**config.mk**
```make
export PLATFORM = sky130hd
export DESIGN_NAME = virtual_system_timer_compare
export DESIGN_NICKNAME = d
export VERILOG_FILES = /design/src/rtl/vstc_pkg.sv /design/src/rtl/virtual_system_timer_compare.sv /design/src/rtl/vstc_nearest.sv
export SDC_FILE = /design/constraint.sdc
export NUM_CORES = 2
export LEC_CHECK = 0
export ABC_CLOCK_PERIOD_IN_PS = 24900
export BUFFER_PORTS_ARGS = -buffer_cell sky130_fd_sc_hd__buf_2
export CAP_MARGIN = 20
export CORE_ASPECT_RATIO = 1.5
export CORE_UTILIZATION = 44
export DETAILED_ROUTE_END_ITERATION = 16
export GPL_ROUTABILITY_DRIVEN = 0
export HOLD_SLACK_MARGIN = 0.02
export PLACE_DENSITY = 0.58
export SYNTH_ARGS = -nofsm -noshare
export SYNTH_HDL_FRONTEND = slang
export SYNTH_SLANG_ARGS = --single-unit
```
**constraint.sdc**
```tcl
create_clock -name clk -period 24.9 [get_ports clk]
set_input_delay 2.49 -clock clk [delete_from_list [all_inputs] [get_ports clk]]
set_output_delay 2.49 -clock clk [all_outputs]
set_load 0.02 [all_outputs]
```
**src/rtl/vstc_pkg.sv**
```systemverilog
`timescale 1ns / 1ps
// ----------------------------------------------------------------------------
// vstc_pkg
// Shared types and constants for the virtual system timer compare block.
// ----------------------------------------------------------------------------
package vstc_pkg;

  // Number of compare channels.
  localparam int CHANNELS = 4;

  // Width of a channel select.
  localparam int CH_W = (CHANNELS > 1) ? $clog2(CHANNELS) : 1;

  // Status vector padded to at least the four reported bits.
  localparam int STAT_PAD = (CHANNELS > 4) ? CHANNELS : 4;

  localparam logic [31:0] LOW_ONES = 32'hffff_ffff;

  // Operation codes.
  typedef enum logic [1:0] {
    OP_READ  = 2'd0,
    OP_WRITE = 2'd1,
    OP_ENTER = 2'd2,
    OP_LEAVE = 2'd3
  } op_t;

  // Register indexes.
  localparam logic [2:0] REG_CS       = 3'd0;
  localparam logic [2:0] REG_CNT_LO   = 3'd1;
  localparam logic [2:0] REG_CNT_HI   = 3'd2;
  localparam logic [2:0] REG_CMP_BASE = 3'd3;

  // Result of the nearest-compare search on a guest enter.
  typedef struct packed {
    logic [CHANNELS-1:0] matched;
    logic [31:0]         delta;
    logic                found;
  } vstc_near_t;

endpackage

```
**src/rtl/virtual_system_timer_compare.sv**
```systemverilog
`timescale 1ns / 1ps
// ----------------------------------------------------------------------------
// virtual_system_timer_compare
// Four-channel system timer compare over a virtual count.
// ----------------------------------------------------------------------------
// Each input transaction carries an operation (read, write, guest enter or
// guest leave), a register index, write data and the current physical time.
// Every input transaction produces exactly one result transaction with the
// read data, the channel match status, and on an enter the distance to the
// nearest future compare.
// The input transaction is captured in an input register and worked on there;
// the result is registered. One transaction per cycle is sustained while the
// receiver takes results; the figure is set by the single pass of subtract,
// compare and minimum logic between the input register and the result
// register, against state that is updated at the same edge.
// When the receiver stalls, the result register holds and the input register
// still takes one more transaction; ready falls only when both are full.
// Reset clears the offset, the stored exit time, the match status and all
// compare values; no clearing pass is needed and the block accepts input as
// soon as reset is released.
// ----------------------------------------------------------------------------
module virtual_system_timer_compare
  import vstc_pkg::*;
(
  input  logic        clk,
  input  logic        rst,
  input  logic        in_valid,
  output logic        in_ready,
  input  logic [1:0]  op,
  input  logic [2:0]  reg_index,
  input  logic [31:0] write_data,
  input  logic [63:0] now_physical,
  output logic        out_valid,
  input  logic        out_ready,
  output logic [31:0] read_data,
  output logic [3:0]  status_bits,
  output logic        next_valid,
  output logic [31:0] next_delta
);

  // Input register.
  logic        s1_valid;
  op_t         s1_op;
  logic [2:0]  s1_idx;
  logic [31:0] s1_data;
  logic [63:0] s1_now;

  // Timer state. last_exit_time is the physical time at the last leave; the
  // virtual count seen on an enter is that time less the offset held so far.
  logic [63:0]               pause_offset;
  logic [63:0]               last_exit_time;
  logic [CHANNELS-1:0]       match_status;
  logic [CHANNELS-1:0]       match_status_next;
  logic [CHANNELS-1:0][31:0] compare_low;
  logic [CHANNELS-1:0][63:0] compare_full;

  logic        s2_load;
  logic [63:0] virt;
  logic [63:0] enter_virt;
  logic [2:0]  cmp_sel;
  logic        cmp_hit;
  logic [CH_W-1:0] cmp_ch;
  logic        cmp_carry;
  logic [31:0] rd_value;
  logic [STAT_PAD-1:0] stat_ext;
  vstc_near_t  near;

  // Handshake: the result register frees up when empty or taken.
  assign s2_load  = s1_valid && (!out_valid || out_ready);
  assign in_ready = !s1_valid || s2_load;

  always_ff @(posedge clk) begin
    if (rst) begin
      s1_valid <= 1'b0;
    end else if (in_ready) begin
      s1_valid <= in_valid;
    end
    if (in_ready && in_valid) begin
      s1_op   <= op_t'(op);
      s1_idx  <= reg_index;
      s1_data <= write_data;
      s1_now  <= now_physical;
    end
  end

  // Virtual count and compare channel decode.
  assign virt       = s1_now - pause_offset;
  assign enter_virt = last_exit_time - pause_offset;
  assign cmp_sel = s1_idx - REG_CMP_BASE;
  assign cmp_hit = (s1_idx >= REG_CMP_BASE) && (4'(cmp_sel) < 4'(CHANNELS));
  assign cmp_ch  = cmp_sel[CH_W-1:0];
  // The upper half steps on when the new low half is not ahead of the count.
  assign cmp_carry = !(s1_data > virt[31:0]);

  vstc_nearest u_nearest (
    .virt         (enter_virt),
    .compare_full (compare_full),
    .near         (near)
  );

  // Register read mux.
  always_comb begin
    rd_value = 32'd0;
    if (s1_idx == REG_CS) begin
      rd_value = 32'(match_status);
    end else if (s1_idx == REG_CNT_LO) begin
      rd_value = virt[31:0];
    end else if (s1_idx == REG_CNT_HI) begin
      rd_value = virt[63:32];
    end else if (cmp_hit) begin
      rd_value = compare_low[cmp_ch];
    end
  end

  // Next match status.
  always_comb begin
    match_status_next = match_status;
    case (s1_op)
      OP_WRITE: begin
        if (s1_idx == REG_CS) begin
          match_status_next = match_status & ~s1_data[CHANNELS-1:0];
        end
      end
      OP_ENTER: begin
        match_status_next = match_status | near.matched;
      end
      default: begin
        match_status_next = match_status;
      end
    endcase
  end

  assign stat_ext = STAT_PAD'(match_status_next);

  // State update and result register.
  always_ff @(posedge clk) begin
    if (rst) begin
      out_valid      <= 1'b0;
      pause_offset   <= 64'd0;
      last_exit_time <= 64'd0;
      match_status   <= '0;
      compare_low    <= '0;
      compare_full   <= '0;
    end else begin
      if (s2_load) begin
        out_valid <= 1'b1;
      end else if (out_ready) begin
        out_valid <= 1'b0;
      end
      if (s2_load) begin
        match_status <= match_status_next;
        case (s1_op)
          OP_WRITE: begin
            for (int c = 0; c < CHANNELS; c++) begin
              if (cmp_hit && (cmp_ch == CH_W'(c))) begin
                compare_low[c]  <= s1_data;
                compare_full[c] <= {virt[63:32] + 32'(cmp_carry), s1_data};
              end
            end
          end
          OP_ENTER: begin
            // Offset grows by the physical time spent since the last leave.
            pause_offset <= s1_now - enter_virt;
          end
          OP_LEAVE: begin
            last_exit_time <= s1_now;
          end
          default: begin
          end
        endcase
      end
    end
    if (s2_load) begin
      read_data   <= (s1_op == OP_READ) ? rd_value : 32'd0;
      status_bits <= stat_ext[3:0];
      next_delta  <= (s1_op == OP_ENTER) ? near.delta : LOW_ONES;
      next_valid  <= (s1_op == OP_ENTER) && near.found;
    end
  end

  // A waiting input transaction is held while the result register is full.
  assert property (@(posedge clk) disable iff (rst)
    s1_valid && !s2_load |=> s1_valid && $stable(s1_now) && $stable(s1_op))
    else $error("input register changed while stalled");

  // A leave records the physical time it saw.
  assert property (@(posedge clk) disable iff (rst)
    s2_load && (s1_op == OP_LEAVE) |=> last_exit_time == $past(s1_now))
    else $error("exit time not recorded on leave");

  // An enter moves the offset so that the virtual count resumes where it left.
  assert property (@(posedge clk) disable iff (rst)
    s2_load && (s1_op == OP_ENTER) |=>
      pause_offset == $past(s1_now) - $past(enter_virt))
    else $error("offset not updated on enter");

  // A reported future compare never carries the all-ones distance.
  assert property (@(posedge clk) disable iff (rst)
    s2_load && (s1_op == OP_ENTER) && near.found |=>
      next_valid && (next_delta != LOW_ONES))
    else $error("nearest compare reported with invalid distance");

endmodule

```
**src/rtl/vstc_nearest.sv**
```systemverilog
`timescale 1ns / 1ps
// ----------------------------------------------------------------------------
// vstc_nearest
// Compares every channel against the virtual count on a guest enter, flags the
// channels reached and picks the smallest distance to a compare ahead within 32 bits.
// ----------------------------------------------------------------------------
module vstc_nearest
  import vstc_pkg::*;
(
  input  logic [63:0]               virt,
  input  logic [CHANNELS-1:0][63:0] compare_full,
  output vstc_near_t                near
);

  logic [CHANNELS-1:0][63:0] diff;
  logic [CHANNELS-1:0]       matched;
  logic [CHANNELS-1:0]       usable;
  logic [31:0]               best;

  // Per-channel distance and match flag.
  always_comb begin
    for (int c = 0; c < CHANNELS; c++) begin
      diff[c]    = compare_full[c] - virt;
      matched[c] = (virt >= compare_full[c]);
      usable[c]  = !matched[c] && (diff[c][63:32] == 32'd0) &&
                   (diff[c][31:0] != LOW_ONES);
    end
  end

  // Running minimum over the usable distances.
  always_comb begin
    best = LOW_ONES;
    for (int c = 0; c < CHANNELS; c++) begin
      if (usable[c] && (diff[c][31:0] < best)) begin
        best = diff[c][31:0];
      end
    end
  end

  assign near.matched = matched;
  assign near.delta   = best;
  assign near.found   = (best != LOW_ONES);

endmodule
```
==> impl_metrics.json <==
{
  "drive_gt1_share_pct": 10.0,
  "crit_slowest_cell": "o41ai_1",
  "dr.pass1.iters": 10,
  "first_iter_violations": 5485,
  "max_freq_ghz": 0.0424,
  "worst_pin_slew_ps": 1290,
  "cts.path.max_buffers": 3,
  "status": "complete, no violations",
  "vdd_drop_max_uv": 63.0,
  "setup_viol": 0,
  "stdcell_count": 8761,
  "slew_headroom_pct": 11.4,
  "clk-insertion-delay-late_ps": 720,
  "crit_family": "compound AO/OA/AOI/OAI gates",
  "final_nets": 7615,
  "crit_type": "reg2reg",
  "regArea_mm2": 0.0129,
  "hold_viol": 0,
  "ys_ff_latch": 560,
  "wl_um": 246000,
  "avgSynthCellArea_um2": 7.72,
  "netlist_area_mm2": 0.0545,
  "track_usage_pct": 38.3,
  "placed_cells": 8608,
  "design_area_mm2": 0.0598,
  "start_kind": "register",
  "syn_nets": 7571,
  "dpl.hpwl_um": 195000,
  "grt_overflow": 0,
  "ant_nets": 0,
  "tns_ps": 0,
  "power.density_mw_per_mm2": 95.8,
  "design.core.area_mm2": 0.123,
  "critPathMaxFanout": 32,
  "die_w_um": 289,
  "multi_input_area_mm2": 0.0393,
  "required_ps": 25310,
  "netlist_instances": 7064,
  "path_clk_slew_ps": 70,
  "hold_path_class": "reg2reg",
  "synth-async-reset-ratio_pct": 0,
  "p_leak_nw": 23.4,
  "synth_top_cell_by_area": "dfxtp_1",
  "finalCritPeriodShare_pct": 94.7,
  "synth_flop_cell": "dfxtp_1",
  "synth_top_area_share_pct": 14.3,
  "endpoint_kind": "register",
  "critPathBufInv": 8,
  "clock-sinks": 560,
  "wl_per_cell_um": 28.1,
  "die-area_mm2": 0.125,
  "antenna_found_initial": 15,
  "synth_edf_count": 170,
  "dpl_cell_area_mm2": 0.0571,
  "htreeDepth": 3,
  "drc": 0,
  "min_period_ps": 23590,
  "grt_pass1_wl_um": 349000,
  "start_util_pct": 44.5,
  "num_vias": 56163,
  "clock_skew_ps": 50.7,
  "yosys-top-cells-area": "dfxtp_1 (14%), edfxtp_1 (9.4%), ha_1 (9.1%)",
  "syn_to_final_growth_pct": 9.57,
  "port_buffers": 175,
  "netlist-cell-type-count": 134,
  "cts_root_buf": "clkbuf_16",
  "fill_cells": 12271,
  "critPathMaxStageDelay_ps": 830,
  "final_core_util_pct": 48.8,
  "drv_slew": 0,
  "hold_buffers": 0,
  "avgViaCountPerCell": 6.41,
  "cts_tree": "built",
  "cts_buffers": 68,
  "power_w": 0.00572,
  "grt_start_max_net_pins": 102,
  "rows": 157,
  "maxCapViolCount": 0,
  "ys_warn_count": 0,
  "cp.arrival_ps": 24000,
  "grt_pass1_vias": 52409,
  "yosysSeqAreaShare_pct": 23.7,
  "die_y_um": 433,
  "ios": 176,
  "crit_top_cell": "a21oi_1"
}
## path summary, 6_finish.rpt
kind	from	end	slack [ps]	depth (start not counted)
setup / recovery	pause_offset[4]$_SDFFE_PP0P_	next_delta[10]$_SDFFCE_PN1P_	1310	105
hold reg to reg	pause_offset[57]$_SDFFE_PP0P_	pause_offset[57]$_SDFFE_PP0P_	450	2
setup reg to reg	pause_offset[4]$_SDFFE_PP0P_	next_delta[10]$_SDFFCE_PN1P_	1310	105
hold / removal	pause_offset[57]$_SDFFE_PP0P_	pause_offset[57]$_SDFFE_PP0P_	450	2
## metal layers
metal | share of wire (%) | vias to the layer above | GRT usage [%]
met4 | 13 | 10 | 42.4
met2 | 46 | 2771 | 62.7
met1 | 34 | 26252 | 38.6
li1 | - | 26032 | -
met3 | 6.8 | 1098 | 7.68
met5 | 0.029 | - | 0
## through the flow
| step | worst slack, ps | hold WS [ps] |
|---|---|---|
| after floorplan | 5020 | 432 |
| after global placement | 779 | 441 |
| after detailed placement | 359 | 444 |
| after CTS | 179 | 452 |
| after global routing | -49.5 | 464 |
| final | 1310 | 452 |
## power by group
group,total (W),internal (W),switching [W],leakage (nW)
sequential,0.000997,0.000966,0.0000306,4.69
clock,0.00108,0.000612,0.000471,1.13
combinational,0.00364,0.00111,0.00253,17.6
total,0.00572,0.00269,0.00303,23.4
## worst register-to-register path: cells and delay by family (launching register included)
kind / cells / cell delay [ps]
compound gates: 45 / 10020
buf+inv: 8 / 1640
fa+ha+maj: 6 / 1890
simple gates: 43 / 8410
flops: 1 / 320
xor+xnor: 2 / 680
mux: 1 / 330
## cells in the final DEF (no fill, tap or decap), types with 25 or more instances in the layout
master / netlist / layout
a211o_1: 25 / 25
a211oi_1: 224 / 224
a21boi_0: 36 / 35
a21o_1: 118 / 118
a21oi_1: 653 / 648
a221oi_1: 41 / 41
a31oi_1: 73 / 73
and2_1: 76 / 69
and3_1: 70 / 70
buf_2: 46 / 175
buf_4: 7 / 153
clkbuf_16: 0 / 70
dfxtp_1: 390 / 390
edfxtp_1: 170 / 170
ha_1: 395 / 393
inv_1: 303 / 303
maj3_1: 125 / 125
mux2i_1: 68 / 67
mux4_2: 32 / 32
nand2_1: 908 / 906
nand2b_1: 100 / 100
nand3_1: 142 / 141
nand4_1: 122 / 122
nor2_1: 646 / 645
nor2b_1: 88 / 86
nor3_1: 155 / 154
nor4_1: 69 / 64
o211ai_1: 56 / 56
o21a_1: 85 / 85
o21ai_0: 296 / 294
o21ai_1: 64 / 65
o21bai_1: 40 / 40
o22ai_1: 28 / 28
o31a_1: 26 / 26
o31ai_1: 42 / 42
or2_2: 35 / 35
or3_1: 41 / 41
xnor2_1: 294 / 288
xor2_1: 152 / 149
## synth_stat cells (88+ instances only)
| cell | count |
|---|---|
| nand2b_1 | 100 |
| nand2_1 | 908 |
| xor2_1 | 152 |
| nor2b_1 | 88 |
| clkbuf_1 | 277 |
| edfxtp_1 | 170 |
| nor2_1 | 646 |
| nand4_1 | 122 |
| a211oi_1 | 224 |
| a21oi_1 | 653 |
| nand3_1 | 142 |
| ha_1 | 395 |
| a21o_1 | 118 |
| nor3_1 | 155 |
| xnor2_1 | 294 |
| inv_1 | 303 |
| o21ai_0 | 296 |
| maj3_1 | 125 |
| dfxtp_1 | 390 |
## what timing repair did
item / in CTS / in global routing
gates resized for setup: 0 / 33
hold endpoints to repair: 0 / 0
buffers inserted: 0 / 9
endpoints found under the setup margin: 0 / 33
## kinds of logic (layout without fill, tap and decap cells)
kind of cell,count (synthesis),in the layout,synth area share [%]
flip-flops,560,560,23.7
buffers and inverters,665,763,4.84
AND/OR/NAND/NOR,2598,2598,22.7
multiplexers,113,113,2.84
adder cells (fa/ha/maj),546,546,12.0
AO/OA/AOI/OAI,2108,2108,25.7
other,0,9,0
XOR/XNOR,474,474,8.24
## flip-flops by register name, indices dropped and copies added, names as in the netlist, 2 cells and up
| signal | count |
|---|---|
| compare_full | 132 |
| compare_low | 124 |
| last_exit_time | 64 |
| match_status | 4 |
| next_delta | 32 |
| pause_offset | 64 |
| read_data | 32 |
| s1_data | 32 |
| s1_idx | 3 |
| s1_now | 64 |
| s1_op | 2 |
| status_bits | 4 |
## final cells by class
| class | instances | area share (%) |
|---|---|---|
| clock inverter | 41 | 0.798 |
| sequential | 560 | 21.6 |
| timing repair buffer | 333 | 3.49 |
| clock buffer | 83 | 3.11 |
| multi-input combinational | 5839 | 65.7 |
| antenna | 9 | 0.0377 |
| tap | 1590 | 3.33 |
| inverter | 306 | 1.92 |
Note: power is estimated with default switching activity, not from simulation.
